<file path="config.mk">
export PLATFORM = sky130hd
export DESIGN_NAME = dual_owner_buffer_pool_unit_flat
export DESIGN_NICKNAME = d
export VERILOG_FILES = /design/src/design/dobp_pkg.sv /design/src/design/dobp_in_if.sv /design/src/design/dobp_out_if.sv /design/src/design/dobp_flag_ram.sv /design/src/design/dobp_arith.sv /design/src/design/dual_owner_buffer_pool_unit.sv /design/src/flat_wrapper.sv
export SDC_FILE = /design/constraint.sdc
export NUM_CORES = 2
export LEC_CHECK = 0
export BUFFER_PORTS_ARGS = -buffer_cell sky130_fd_sc_hd__buf_2
export CAP_MARGIN = 30
export CORE_ASPECT_RATIO = 1.25
export CORE_MARGIN = 3
export CORE_UTILIZATION = 35
export DETAILED_ROUTE_END_ITERATION = 12
export SKIP_CTS_REPAIR_TIMING = 1
export SLEW_MARGIN = 10
export SYNTH_ARGS = -nofsm -noshare
export SYNTH_HDL_FRONTEND = slang
export SYNTH_SLANG_ARGS = --single-unit
</file>
<file path="constraint.sdc">
create_clock -name clk -period 27.7 [get_ports clk]
set_clock_uncertainty 0.2 [all_clocks]
set_input_delay 2.77 -clock clk [delete_from_list [all_inputs] [get_ports clk]]
set_output_delay 2.77 -clock clk [all_outputs]
set_load 0.02 [all_outputs]
</file>
<file path="src/design/dobp_pkg.sv">
// Shared types and constants for the dual owner buffer pool.
// No dependencies; imported by every other file of the block.
package dobp_pkg;

  localparam int REQ_W  = 3;
  localparam int IDX_W  = 8;
  localparam int ADDR_W = 32;
  localparam int STS_W  = 3;
  localparam int CNT_W  = 9;
  localparam int CFG_W  = 32;

  typedef enum logic [2:0] {
    REQ_GET_CAP = 3'd0,
    REQ_GET_MEM = 3'd1,
    REQ_RET_CAP = 3'd2,
    REQ_RET_MEM = 3'd3,
    REQ_LOCK    = 3'd4,
    REQ_CLR_ALL = 3'd5
  } req_t;

  typedef enum logic [2:0] {
    STS_OK     = 3'd0,
    STS_NONE   = 3'd1,
    STS_SIZE   = 3'd2,
    STS_NOADDR = 3'd3,
    STS_RANGE  = 3'd4
  } sts_t;

  typedef enum logic [1:0] {
    CFG_COUNT  = 2'd0,
    CFG_BASE   = 2'd1,
    CFG_STRIDE = 2'd2,
    CFG_IMAGE  = 2'd3
  } cfg_reg_t;

  typedef enum logic [3:0] {
    ST_INIT,
    ST_IDLE,
    ST_DECODE,
    ST_MOD,
    ST_START,
    ST_SCAN,
    ST_ASCAN,
    ST_CLRALL,
    ST_MUL,
    ST_ADD,
    ST_DONE
  } state_t;

  typedef enum logic [2:0] {
    AR_HOLD,
    AR_BASE,
    AR_STEP,
    AR_MUL,
    AR_ADD,
    AR_MLOAD,
    AR_MSTEP
  } ar_op_t;

  typedef struct packed {
    logic mem_we;
    logic mem_wd;
    logic cap_we;
    logic cap_wd;
  } ram_ctl_t;

endpackage

</file>
<file path="src/design/dobp_in_if.sv">
// Request channel of the buffer pool: valid/ready plus request payload.
// Depends on dobp_pkg for field widths.
interface dobp_in_if;
  import dobp_pkg::*;

  logic              valid;
  logic              ready;
  logic [REQ_W-1:0]  req_type;
  logic [IDX_W-1:0]  buf_index;
  logic [ADDR_W-1:0] buf_address;
  logic [ADDR_W-1:0] req_size;

  modport source (output valid, req_type, buf_index, buf_address, req_size, input ready);
  modport sink   (input valid, req_type, buf_index, buf_address, req_size, output ready);
endinterface

</file>
<file path="src/design/dobp_out_if.sv">
// Result channel of the buffer pool: valid/ready plus result payload.
// Depends on dobp_pkg for field widths.
interface dobp_out_if;
  import dobp_pkg::*;

  logic              valid;
  logic              ready;
  logic [STS_W-1:0]  status;
  logic [IDX_W-1:0]  out_index;
  logic [ADDR_W-1:0] out_address;

  modport source (output valid, status, out_index, out_address, input ready);
  modport sink   (input valid, status, out_index, out_address, output ready);
endinterface

</file>
<file path="src/design/dobp_flag_ram.sv">
// Availability flag storage: one bit per buffer for each owner.
// Depends on dobp_pkg (ram_ctl_t). Registered read, one write address.
module dobp_flag_ram #(
  parameter int DEPTH = 256,
  parameter int AW    = 8
) (
  input  logic              clk,
  input  dobp_pkg::ram_ctl_t ctl,
  input  logic [AW-1:0]     waddr,
  input  logic [AW-1:0]     raddr,
  output logic              mem_q,
  output logic              cap_q
);
  import dobp_pkg::*;

  logic mem_flag [DEPTH];
  logic cap_flag [DEPTH];

  always_ff @(posedge clk) begin
    if (ctl.mem_we) begin
      mem_flag[waddr] <= ctl.mem_wd;
    end
    if (ctl.cap_we) begin
      cap_flag[waddr] <= ctl.cap_wd;
    end
  end

  always_ff @(posedge clk) begin
    mem_q <= mem_flag[raddr];
    cap_q <= cap_flag[raddr];
  end
endmodule

</file>
<file path="src/design/dobp_arith.sv">
// Shared arithmetic unit: address accumulate, stride multiply, base add,
// and a bit-serial remainder for the search start. Depends on dobp_pkg.
module dobp_arith #(
  parameter int IW = 8,
  parameter int CW = 9
) (
  input  logic                clk,
  input  dobp_pkg::ar_op_t    op,
  input  logic [31:0]         base,
  input  logic [31:0]         stride,
  input  logic [IW-1:0]       idx,
  input  logic [CW-1:0]       dividend,
  input  logic [CW-1:0]       divisor,
  output logic [31:0]         acc,
  output logic [CW-1:0]       rem
);
  import dobp_pkg::*;

  logic [31:0]      acc_r;
  logic [31:0]      prod_r;
  logic [CW-1:0]    rem_r;
  logic [CW-1:0]    div_r;
  logic [32+IW-1:0] mul_w;
  logic [CW:0]      rem_sh;
  logic             rem_ge;

  assign mul_w  = (32+IW)'(stride) * (32+IW)'(idx);
  assign rem_sh = {rem_r, div_r[CW-1]};
  assign rem_ge = rem_sh >= {1'b0, divisor};

  always_ff @(posedge clk) begin
    unique case (op)
      AR_BASE: acc_r <= base;
      AR_STEP: acc_r <= acc_r + stride;
      AR_MUL:  prod_r <= mul_w[31:0];
      AR_ADD:  acc_r <= base + prod_r;
      AR_MLOAD: begin
        rem_r <= '0;
        div_r <= dividend;
      end
      AR_MSTEP: begin
        rem_r <= rem_ge ? CW'(rem_sh - {1'b0, divisor}) : rem_sh[CW-1:0];
        div_r <= {div_r[CW-2:0], 1'b0};
      end
      default: ;
    endcase
  end

  assign acc = acc_r;
  assign rem = rem_r;
endmodule

</file>
<file path="src/design/dual_owner_buffer_pool_unit.sv">
// Buffer pool top: config registers, sequencer, output register.
// Request to reply valid: gets run decode, the CW remainder steps and start (both
// skipped before the first grant), a scan of the n buffers in use, multiply, add;
// address returns scan for the address, then multiply and add; index ops multiply
// and add; clear all walks the n buffers. One request at a time (ready only in idle);
// a stalled reply delays the next. After reset a clearing pass first sets all flags.
module dual_owner_buffer_pool_unit #(
  parameter int MAX_BUFFERS = 256
) (
  input  logic                clk,
  input  logic                rst_n,
  dobp_in_if.sink             in_ch,
  dobp_out_if.source          out_ch,
  input  logic                cfg_we,
  input  dobp_pkg::cfg_reg_t  cfg_index,
  input  logic [31:0]         cfg_wdata
);
  import dobp_pkg::*;

  localparam int IW = (MAX_BUFFERS > 1) ? $clog2(MAX_BUFFERS) : 1;
  localparam int CW = $clog2(MAX_BUFFERS + 1);
  localparam int NW = (CW > CNT_W) ? CW : CNT_W;
  localparam logic [CW-1:0] MAXC = CW'(MAX_BUFFERS);
  localparam logic [CW-1:0] MOD_LAST = CW'(CW - 1);

  logic [CNT_W-1:0] cfg_count_r;
  logic [31:0]      cfg_base_r;
  logic [31:0]      cfg_stride_r;
  logic [31:0]      cfg_image_r;

  state_t           state_r, state_nxt;
  req_t             req_r;
  logic [IDX_W-1:0] idx_r;
  logic [31:0]      baddr_r;
  logic [31:0]      rsize_r;

  sts_t             sts_r;
  logic [IW-1:0]    res_idx_r;
  logic             addr_en_r;
  logic [IW-1:0]    last_r;
  logic             last_none_r;

  logic [IW-1:0]    j_r;
  logic [CW-1:0]    cnt_r;
  logic             rd_v_r;
  logic [IW-1:0]    rd_j_r;
  logic             rd_last_r;

  logic             out_valid_r;
  logic [STS_W-1:0] out_sts_r;
  logic [IDX_W-1:0] out_idx_r;
  logic [31:0]      out_addr_r;

  logic [NW-1:0]    bc_ext;
  logic [CW-1:0]    n;
  logic [CW-1:0]    j_inc;
  logic [IW-1:0]    j_wrap;
  logic [NW-1:0]    idx_ext;
  logic             idx_bad;
  logic             size_bad;
  logic             is_get;
  logic             n_zero;
  logic             issue;
  logic             rd_flag;
  logic             scan_hit;
  logic             acc_hit;
  logic             out_free;
  logic             in_xfer;

  ram_ctl_t         ram_ctl;
  logic [IW-1:0]    ram_waddr;
  logic             mem_q, cap_q;
  ar_op_t           ar_op;
  logic [31:0]      acc;
  logic [CW-1:0]    rem;

  assign bc_ext   = NW'(cfg_count_r);
  assign n        = (bc_ext > NW'(MAX_BUFFERS)) ? MAXC : bc_ext[CW-1:0];
  assign n_zero   = (n == '0);
  assign j_inc    = CW'(j_r) + CW'(1);
  assign j_wrap   = (j_inc == n) ? '0 : j_inc[IW-1:0];
  assign idx_ext  = NW'(idx_r);
  assign idx_bad  = idx_ext >= NW'(n);
  assign is_get   = (req_r == REQ_GET_CAP) || (req_r == REQ_GET_MEM);
  assign size_bad = (req_r == REQ_GET_MEM) && (rsize_r != cfg_image_r);
  assign issue    = (cnt_r != n);
  assign rd_flag  = (req_r == REQ_GET_CAP) ? cap_q : mem_q;
  assign scan_hit = rd_v_r && rd_flag;
  assign acc_hit  = (acc == baddr_r);
  assign out_free = !out_valid_r || out_ch.ready;
  assign in_xfer  = in_ch.valid && in_ch.ready;

  assign in_ch.ready        = (state_r == ST_IDLE);
  assign out_ch.valid       = out_valid_r;
  assign out_ch.status      = out_sts_r;
  assign out_ch.out_index   = out_idx_r;
  assign out_ch.out_address = out_addr_r;

  dobp_flag_ram #(
    .DEPTH (MAX_BUFFERS),
    .AW    (IW)
  ) u_flags (
    .clk   (clk),
    .ctl   (ram_ctl),
    .waddr (ram_waddr),
    .raddr (j_r),
    .mem_q (mem_q),
    .cap_q (cap_q)
  );

  dobp_arith #(
    .IW (IW),
    .CW (CW)
  ) u_arith (
    .clk      (clk),
    .op       (ar_op),
    .base     (cfg_base_r),
    .stride   (cfg_stride_r),
    .idx      (res_idx_r),
    .dividend (CW'(last_r) + CW'(1)),
    .divisor  (n),
    .acc      (acc),
    .rem      (rem)
  );

  // configuration
  always_ff @(posedge clk) begin
    if (!rst_n) begin
      cfg_count_r  <= '0;
      cfg_base_r   <= '0;
      cfg_stride_r <= 32'd1;
      cfg_image_r  <= '0;
    end else if (cfg_we) begin
      unique case (cfg_index)
        CFG_COUNT:  cfg_count_r  <= cfg_wdata[CNT_W-1:0];
        CFG_BASE:   cfg_base_r   <= cfg_wdata;
        CFG_STRIDE: cfg_stride_r <= cfg_wdata;
        CFG_IMAGE:  cfg_image_r  <= cfg_wdata;
      endcase
    end
  end

  // next state
  always_comb begin
    state_nxt = state_r;
    unique case (state_r)
      ST_INIT:   if (j_inc == MAXC) state_nxt = ST_IDLE;
      ST_IDLE:   if (in_xfer) state_nxt = ST_DECODE;
      ST_DECODE: begin
        unique case (req_r)
          REQ_GET_CAP, REQ_GET_MEM: begin
            if (size_bad || n_zero) state_nxt = ST_DONE;
            else if (last_none_r)   state_nxt = ST_SCAN;
            else                    state_nxt = ST_MOD;
          end
          REQ_RET_CAP, REQ_LOCK: state_nxt = idx_bad ? ST_DONE : ST_MUL;
          REQ_RET_MEM:           state_nxt = n_zero ? ST_DONE : ST_ASCAN;
          REQ_CLR_ALL:           state_nxt = n_zero ? ST_DONE : ST_CLRALL;
          default:               state_nxt = ST_DONE;
        endcase
      end
      ST_MOD:    if (cnt_r == MOD_LAST) state_nxt = ST_START;
      ST_START:  state_nxt = ST_SCAN;
      ST_SCAN: begin
        if (scan_hit)                  state_nxt = ST_MUL;
        else if (rd_v_r && rd_last_r)  state_nxt = ST_DONE;
      end
      ST_ASCAN: begin
        if (acc_hit)            state_nxt = ST_MUL;
        else if (j_inc == n)    state_nxt = ST_DONE;
      end
      ST_CLRALL: if (j_inc == n) state_nxt = ST_DONE;
      ST_MUL:    state_nxt = ST_ADD;
      ST_ADD:    state_nxt = ST_DONE;
      ST_DONE:   if (out_free) state_nxt = ST_IDLE;
      default:   state_nxt = ST_IDLE;
    endcase
  end

  // datapath control
  always_comb begin
    ram_ctl   = '0;
    ram_waddr = j_r;
    ar_op     = AR_HOLD;
    unique case (state_r)
      ST_INIT: begin
        ram_ctl = '{mem_we: 1'b1, mem_wd: 1'b1, cap_we: 1'b1, cap_wd: 1'b1};
      end
      ST_DECODE: begin
        ram_waddr = idx_ext[IW-1:0];
        if (!idx_bad && req_r == REQ_RET_CAP) begin
          ram_ctl.cap_we = 1'b1;
          ram_ctl.cap_wd = 1'b1;
        end
        if (!idx_bad && req_r == REQ_LOCK) begin
          ram_ctl.cap_we = 1'b1;
        end
        if (req_r == REQ_RET_MEM) begin
          ar_op = AR_BASE;
        end
        if (is_get && !last_none_r) begin
          ar_op = AR_MLOAD;
        end
      end
      ST_MOD:  ar_op = AR_MSTEP;
      ST_SCAN: begin
        ram_waddr = rd_j_r;
        if (scan_hit) begin
          ram_ctl.cap_we = (req_r == REQ_GET_CAP);
          ram_ctl.mem_we = (req_r == REQ_GET_MEM);
        end
      end
      ST_ASCAN: begin
        if (acc_hit) begin
          ram_ctl.mem_we = 1'b1;
          ram_ctl.mem_wd = 1'b1;
        end else begin
          ar_op = AR_STEP;
        end
      end
      ST_CLRALL: begin
        ram_ctl.cap_we = 1'b1;
        ram_ctl.cap_wd = 1'b1;
      end
      ST_MUL:  ar_op = AR_MUL;
      ST_ADD:  ar_op = AR_ADD;
      default: ;
    endcase
  end

  // sequencer control registers
  always_ff @(posedge clk) begin
    if (!rst_n) begin
      state_r     <= ST_INIT;
      j_r         <= '0;
      cnt_r       <= '0;
      rd_v_r      <= 1'b0;
      last_none_r <= 1'b1;
      out_valid_r <= 1'b0;
    end else begin
      state_r <= state_nxt;
      if (state_r == ST_DONE && out_free) begin
        out_valid_r <= 1'b1;
      end else if (out_valid_r && out_ch.ready) begin
        out_valid_r <= 1'b0;
      end
      unique case (state_r)
        ST_INIT:   j_r <= j_inc[IW-1:0];
        ST_DECODE: begin
          j_r    <= '0;
          cnt_r  <= '0;
          rd_v_r <= 1'b0;
          if (req_r == REQ_CLR_ALL) begin
            last_none_r <= 1'b1;
          end
        end
        ST_MOD:    cnt_r <= cnt_r + CW'(1);
        ST_START: begin
          j_r    <= rem[IW-1:0];
          cnt_r  <= '0;
          rd_v_r <= 1'b0;
        end
        ST_SCAN: begin
          rd_v_r <= issue;
          if (issue) begin
            j_r   <= j_wrap;
            cnt_r <= cnt_r + CW'(1);
          end
          if (scan_hit) begin
            last_none_r <= 1'b0;
          end
        end
        ST_ASCAN:  if (!acc_hit) j_r <= j_inc[IW-1:0];
        ST_CLRALL: j_r <= j_inc[IW-1:0];
        default: ;
      endcase
    end
  end

  // payload registers
  always_ff @(posedge clk) begin
    if (in_xfer) begin
      req_r   <= req_t'(in_ch.req_type);
      idx_r   <= in_ch.buf_index;
      baddr_r <= in_ch.buf_address;
      rsize_r <= in_ch.req_size;
    end
    unique case (state_r)
      ST_DECODE: begin
        unique case (req_r)
          REQ_GET_CAP, REQ_GET_MEM: begin
            res_idx_r <= '0;
            addr_en_r <= 1'b0;
            if (size_bad)    sts_r <= STS_SIZE;
            else if (n_zero) sts_r <= STS_NONE;
            else             sts_r <= STS_OK;
          end
          REQ_RET_CAP, REQ_LOCK: begin
            if (idx_bad) begin
              sts_r     <= STS_RANGE;
              res_idx_r <= '0;
              addr_en_r <= 1'b0;
            end else begin
              sts_r     <= STS_OK;
              res_idx_r <= idx_ext[IW-1:0];
              addr_en_r <= 1'b1;
            end
          end
          REQ_RET_MEM: begin
            res_idx_r <= '0;
            addr_en_r <= 1'b0;
            if (n_zero) sts_r <= STS_NOADDR;
            else        sts_r <= STS_OK;
          end
          REQ_CLR_ALL: begin
            sts_r     <= STS_OK;
            res_idx_r <= '0;
            addr_en_r <= 1'b0;
          end
          default: begin
            sts_r     <= STS_RANGE;
            res_idx_r <= '0;
            addr_en_r <= 1'b0;
          end
        endcase
      end
      ST_SCAN: begin
        rd_j_r    <= j_r;
        rd_last_r <= (cnt_r + CW'(1) == n);
        if (scan_hit) begin
          last_r    <= rd_j_r;
          res_idx_r <= rd_j_r;
          addr_en_r <= 1'b1;
        end else if (rd_v_r && rd_last_r) begin
          sts_r <= STS_NONE;
        end
      end
      ST_ASCAN: begin
        if (acc_hit) begin
          res_idx_r <= j_r;
          addr_en_r <= 1'b1;
        end else if (j_inc == n) begin
          sts_r <= STS_NOADDR;
        end
      end
      ST_DONE: begin
        if (out_free) begin
          out_sts_r  <= sts_r;
          out_idx_r  <= IDX_W'(res_idx_r);
          out_addr_r <= addr_en_r ? acc : '0;
        end
      end
      default: ;
    endcase
  end
endmodule
</file>
<file path="src/flat_wrapper.sv">
// flat-port wrapper written by rule: the top's interface ports become plain ports
module dual_owner_buffer_pool_unit_flat import dobp_pkg::*;
#(
  parameter int MAX_BUFFERS = 256
)
  (clk, rst_n, cfg_we, cfg_index, cfg_wdata, in_ch_valid, in_ch_req_type, in_ch_buf_index, in_ch_buf_address, in_ch_req_size, in_ch_ready, out_ch_valid, out_ch_status, out_ch_out_index, out_ch_out_address, out_ch_ready);
  dobp_in_if in_ch_i ();
  dobp_out_if out_ch_i ();
  input  logic clk;
  input  logic rst_n;
  input  logic cfg_we;
  input  dobp_pkg::cfg_reg_t cfg_index;
  input  logic [31:0] cfg_wdata;
  input wire logic [$bits(in_ch_i.valid)-1:0] in_ch_valid;
  input wire logic [$bits(in_ch_i.req_type)-1:0] in_ch_req_type;
  input wire logic [$bits(in_ch_i.buf_index)-1:0] in_ch_buf_index;
  input wire logic [$bits(in_ch_i.buf_address)-1:0] in_ch_buf_address;
  input wire logic [$bits(in_ch_i.req_size)-1:0] in_ch_req_size;
  output wire logic [$bits(in_ch_i.ready)-1:0] in_ch_ready;
  output wire logic [$bits(out_ch_i.valid)-1:0] out_ch_valid;
  output wire logic [$bits(out_ch_i.status)-1:0] out_ch_status;
  output wire logic [$bits(out_ch_i.out_index)-1:0] out_ch_out_index;
  output wire logic [$bits(out_ch_i.out_address)-1:0] out_ch_out_address;
  input wire logic [$bits(out_ch_i.ready)-1:0] out_ch_ready;
  assign in_ch_i.valid = in_ch_valid;
  assign in_ch_i.req_type = in_ch_req_type;
  assign in_ch_i.buf_index = in_ch_buf_index;
  assign in_ch_i.buf_address = in_ch_buf_address;
  assign in_ch_i.req_size = in_ch_req_size;
  assign in_ch_ready = in_ch_i.ready;
  assign out_ch_valid = out_ch_i.valid;
  assign out_ch_status = out_ch_i.status;
  assign out_ch_out_index = out_ch_i.out_index;
  assign out_ch_out_address = out_ch_i.out_address;
  assign out_ch_i.ready = out_ch_ready;
  dual_owner_buffer_pool_unit #(.MAX_BUFFERS(MAX_BUFFERS)) u_core (.clk(clk), .rst_n(rst_n), .in_ch(in_ch_i), .out_ch(out_ch_i), .cfg_we(cfg_we), .cfg_index(cfg_index), .cfg_wdata(cfg_wdata));
endmodule
</file>
---- Yosys cells after proc, flatten, opt, wreduce, memory -nomap -nowiden ----
Memories as Yosys holds them, arrays and structs flattened. A register that Yosys moved wholly into a read port is not among the register bits.
Cells that the tools add are included.
word-level totals
  memories ................................ 2
  register bits ........................... 358
  word-level logic and storage cells ...... 197
  RAM bits ................................ 512
  bits of input ports ..................... 114
  output and inout port bits .............. 45
cells by class
  multiplexer cells ....................... 71
  $add $sub $neg .......................... 6
  $mul .................................... 1
  magnitude comparators ................... 3
  eq/ne operators ......................... 44
  reductions and logical operators ........ 43
memory list
  name                     words  bits a word  rd ports  clocked after memory_dff  write ports  line                 source
  u_core.u_flags.cap_flag  256    1            1         1                         1            dobp_flag_ram.sv:17  logic cap_flag [DEPTH];
  u_core.u_flags.mem_flag  256    1            1         1                         1            dobp_flag_ram.sv:16  logic mem_flag [DEPTH];
operator list
  cell                 number
  $pmux 32 s3          1
  $add 32x32->32       2
  $mux 8               7
  $mux 4               11
  $pmux 4 s11          1
  $pmux 8 s5           1
  $pmux 9 s2           2
  $eq 32x32->1         1
  $mul 32x8->32        1
  $ne 32x32->1         1
  $mux 9               3
  $pmux 9 s3           1
  $mux 3               8
  $pmux 8 s3           1
  $add 8x1->9 const B  2
  $eq 9x9->1           2
  $mux 1               18
  $ne 2x1->1 const B   9
  $eq 4x3->1 const B   4
  $pmux 4 s4           1
  $pmux 8 s2           1
  $eq 3x3->1 const B   5
  $pmux 3 s5           1
  $reduce_and 2->1     7
  other kinds (35)     77

---- Longest topological paths before layout ----
  word-level depth ........................ 10
  depth in mapped cells ................... 21
  mapped depth without buffers ............ 20

---- By module ----
From an unflattened synthesis, not the netlist that was laid out.
unflattened totals
  cells, all modules ...................... 4184
  area total of the unflattened synthesis .. 47782.1 µm²
by module, submodules not included
  module                       instances  area each (µm²)  cells an instance
  dobp_flag_ram                1          22526.6          1599
  dobp_arith                   1          13033.8          1396
  dual_owner_buffer_pool_unit  1          12221.7          1189

---- Worst setup path before layout ----
OpenSTA, ideal clock, no wires.
  path type ............................... register -> register
  start ................................... reg u_core.cfg_count_r[8] (netlist: u_core.bc_ext[8])
  end ..................................... mem u_core.u_flags.cap_flag[0], data pin
  arrival time ............................ 9.006 ns
  setup slack ............................. 16.920 ns
  required time ........................... 25.926 ns
  cell stages (with the launch flop) ...... 14
  setup time .............................. 1.574 ns
  buffers on the path ..................... 2
  period minus slack after synthesis ...... 10.780 ns
  path through ............................ dfxtp_1 > clkbuf_1 > inv_1 > clkbuf_1 > nand2_1 > ha_1 > a21o_1 > a21o_1 > a21oi_1 > o21a_1 > o21ai_0 > o31ai_1 > nand2_1 > a21oi_1
RTL lines
  item                    line                                source
  from (decl)             dual_owner_buffer_pool_unit.sv:26   logic [CNT_W-1:0] cfg_count_r;
  from (signal assigned)  dual_owner_buffer_pool_unit.sv:135  CFG_COUNT: cfg_count_r <= cfg_wdata[CNT_W-1:0];
  to (decl)               dobp_flag_ram.sv:17

---- Worst setup path in the final report ----
  start ................................... reg u_core.res_idx_r[5]
  end ..................................... reg u_core.u_arith.prod_r[29], data pin
on the way
  longest elaborated chain between the ends .. 1
RTL lines
  item                                line                                source
  from (decl)                         dual_owner_buffer_pool_unit.sv:38   logic [IW-1:0] res_idx_r;
  from (signal assigned)              dual_owner_buffer_pool_unit.sv:305  res_idx_r <= idx_ext[IW-1:0];
  from (signal assigned)              dual_owner_buffer_pool_unit.sv:332  res_idx_r <= rd_j_r;
  from (signal assigned)              dual_owner_buffer_pool_unit.sv:340  res_idx_r <= j_r;
  $mul 32x8->32                       dobp_arith.sv:27                    assign mul_w = (32+IW)'(stride) * (32+IW)'(idx);
  named net u_core.u_arith.mul_w[29]  dobp_arith.sv:23                    logic [32+IW-1:0] mul_w;
  to (signal assigned)                dobp_arith.sv:35                    AR_MUL: prod_r <= mul_w[31:0];
  to (decl)                           dobp_arith.sv:20                    logic [31:0] prod_r;
The timed path passes the listed nets, and every way through them passes these cells.
A chain may end at the register's enable or synchronous reset.

==> impl_metrics.json <==
{
  "grt_overflow_total": 0,
  "vias": 31100,
  "sw_frac_of_total_pct": 23.2,
  "final_core_util_pct": 40.0,
  "maxCapViolations": 0,
  "worstPathRequired_ns": 27.93,
  "ys_seq_area_share_pct": 53.0,
  "ant_nets": 0,
  "synth_largest_area_cell": "edfxtp_1",
  "cts_tree": "done",
  "setup-tns-final_ns": 0,
  "numClockSinks": 872,
  "num_rows": 149,
  "cts-root-buf": "clkbuf_16",
  "ys_async_sr_fraction_pct": 0,
  "power_frac_clock_pct": 42.8,
  "vdd_ir_drop_max_uv": 41.0,
  "gp_congestion": 0.942,
  "dp_hpwl_um": 89300,
  "power_density_mw_per_mm2": 53.8,
  "final-instance-count-excl-fill": 5843,
  "drtIter0Drc": 2635,
  "grt_usage_pct": 18.5,
  "p_total_mw": 2.85,
  "fill_cells": 12500,
  "fmax_ghz": 0.160,
  "drc_errors": 0,
  "rsz0062_at_grt": "false",
  "grt_pass1_vias": 31500,
  "cts_max_level": 3,
  "syn-mean-instance-area_sq_um": 12.0,
  "arrival_ns": 6.48,
  "worst_setup_path_end_kind": "flip-flop",
  "setup_viol": 0,
  "die_x_um": 334,
  "synthCells": 3906,
  "synth.most_common_cell": "edfxtp_1",
  "power_frac_comb_pct": 7.1,
  "drive_gt1_share_pct": 13.9,
  "antenna_found_initial": 4,
  "clk-insertion-delay-late_ns": 0.69,
  "startpoint_type": "flip-flop",
  "nNetsFinal": 4433,
  "syn_area_sq_mm": 0.0470,
  "slew_violations": 0,
  "yosysTopAreaCellShare_pct": 47.4,
  "synthTopCellsByCount": "edfxtp_1 (741), nor2_1 (623), nand2_1 (393)",
  "die_area_sq_mm": 0.139,
  "ys_warn_count": 0,
  "r2r_setup_slack_ns": 21.45,
  "worstSetupPathType": "reg2reg",
  "grt_max_degree": 111,
  "fin_crit_ns": 6.25,
  "hold_slack_ns": 0.214,
  "coreArea_sq_mm": 0.133,
  "wl_um": 130000,
  "outcome": "finished, final reports clean",
  "wl_per_cell_um": 22.2,
  "timing.final.crit_share_pct": 22.6,
  "syn2layout_area_growth_pct": 13.0,
  "die_y_um": 416,
  "relSlewSlack_pct": 33.4,
  "seqPwrFrac_pct": 50.1,
  "netSwitchingPower_uw": 661,
  "ys_seq_elements": 872,
  "p_int_mw": 2.19,
  "tightest_slew_ns": 0.999,
  "crit_fanout": 28,
  "cts_buffers": 92,
  "hold_path.class": "reg2reg",
  "path_clk_slew_ns": 0.07,
  "start_util_pct": 35.4,
  "io_pins": 159,
  "ys_top_cells_by_area": "edfxtp_1 (47%), mux4_2 (8.2%), fa_1 (6.8%), dfxtp_1 (5.6%), nor2_1 (5.0%)",
  "placed_cells": 5670,
  "drt_first_pass_iters": 7,
  "grt_pass1_wl_um": 196000,
  "synth.net_count": 4303,
  "numPortBuffers": 158,
  "synth-main-ff-cell": "edfxtp_1",
  "p_leak_nw": 20.1,
  "hold_viol": 0,
  "viasPerCell": 5.32,
  "clk_path_buf_depth": 3,
  "synthDistinctLibCells": 70,
  "synth_edf_count": 741
}
[placed cells by master, fill, tap and decap left out, types with 15 or more instances in the layout]
| cell type | Yosys | layout |
|---|---|---|
| fa_1 | 159 | 159 |
| a211oi_1 | 19 | 19 |
| o21bai_1 | 16 | 16 |
| nor2_1 | 623 | 617 |
| clkbuf_1 | 179 | 21 |
| edfxtp_1 | 741 | 741 |
| nand2b_1 | 23 | 22 |
| buf_8 | 0 | 19 |
| a22oi_1 | 26 | 26 |
| buf_4 | 4 | 52 |
| clkinv_1 | 0 | 18 |
| dfxtp_1 | 131 | 127 |
| buf_2 | 12 | 160 |
| nor2b_1 | 45 | 45 |
| nand3_1 | 60 | 60 |
| nor3_1 | 26 | 24 |
| and3_1 | 29 | 28 |
| nand2_1 | 393 | 393 |
| mux2i_1 | 20 | 20 |
| inv_1 | 165 | 165 |
| nor4_1 | 15 | 15 |
| a221o_1 | 20 | 20 |
| clkbuf_16 | 0 | 93 |
| nand4_1 | 18 | 18 |
| and2_1 | 205 | 205 |
| a21o_1 | 46 | 46 |
| ha_1 | 124 | 124 |
| a21oi_1 | 95 | 94 |
| o21ai_0 | 83 | 83 |
| a21boi_0 | 102 | 102 |
| xnor2_1 | 109 | 109 |
| xor2_1 | 90 | 90 |
| mux4_2 | 170 | 170 |
[cells by family (layout without fill, tap and decap cells)]
family	Yosys count	after routing	synth area share (%)
buffers and inverters	372	572	3.04
adder cells (fa/ha/maj)	283	283	10.1
AND/OR/NAND/NOR	1464	1464	13.9
XOR/XNOR	199	199	3.71
AO/OA/AOI/OAI	525	525	7.65
multiplexers	191	191	8.60
other	0	1	0
flip-flops	872	872	53.0
[metrics by stage]
stage	setup WS [ns]	area, sq um
4_1_cts	21.47	53000
5_1_grt	21.08	53100
6_report	21.45	53100
2_1_floorplan	16.92	47000
3_3_place_gp	21.46	49600
3_5_place_dp	21.46	50000
[critical path, cell delays in order, from the launching register on]
cell,delay [ns]
edfxtp_1,0.93
nand2_1,0.18
fa_1,0.54
fa_1,0.49
inv_1,0.05
fa_1,0.47
inv_1,0.05
fa_1,0.47
inv_1,0.04
ha_1,0.31
o21a_1,0.13
o31a_1,0.15
o211ai_1,0.31
a21boi_0,0.31
a211o_1,0.34
a31oi_1,0.35
o21bai_1,0.18
a21oi_1,0.26
a21oi_1,0.11
xor2_1,0.14
[area by class of cell]
class	instances	area, sq um	area share, %
diodes	1	2.50	0.00471
well taps	1736	2170	4.09
clock inverters	46	459	0.865
flip-flops and latches	872	24900	46.9
clock buffers	118	2460	4.64
repair buffers	243	1730	3.26
inverters	165	619	1.17
multi-input cells	2662	20700	39.1
[per-layer routing]
metal	part of all wire, %	track usage, %	vias up
met1	40	22.9	15800
met2	50	32.4	965
met5	0	0	-
li1	-	-	14100
met3	6.0	2.69	221
met4	4.1	7.56	0
[final timing paths]
path,start,cells past startpoint,end
min,u_core.sts_r[1]$_DFFE_PP_,0,u_core.out_ch.status[1]$_DFFE_PP_
max,u_core.res_idx_r[5]$_DFFE_PP_,19,u_core.u_arith.prod_r[29]$_DFFE_PN_
min reg2reg,u_core.sts_r[1]$_DFFE_PP_,0,u_core.out_ch.status[1]$_DFFE_PP_
max reg2reg,u_core.res_idx_r[5]$_DFFE_PP_,19,u_core.u_arith.prod_r[29]$_DFFE_PN_
[state kept, by name, indices dropped and copies added (netlist names), 32 cells and up]
register,flops
u_core.baddr_r,32
u_core.rsize_r,32
u_core.cfg_image_r,32
u_core.out_ch.out_address,32
u_core.u_arith.acc,32
u_core.u_arith.prod_r,32
u_core.cfg_base_r,32
u_core.u_flags.mem_flag,256
u_core.cfg_stride_r,32
u_core.u_flags.cap_flag,256
[power groups by stage]
stage	logic [mW]	registers, mW	clock network (mW)
6_report	0.203	1.43	1.22
5_1_grt	0.225	1.43	1.30
4_1_cts	0.203	1.43	1.25
3_5_place_dp	0.202	1.46	0
3_3_place_gp	0.193	1.46	0
2_1_floorplan	0.140	1.45	0
(Power assumes the default switching activity.)
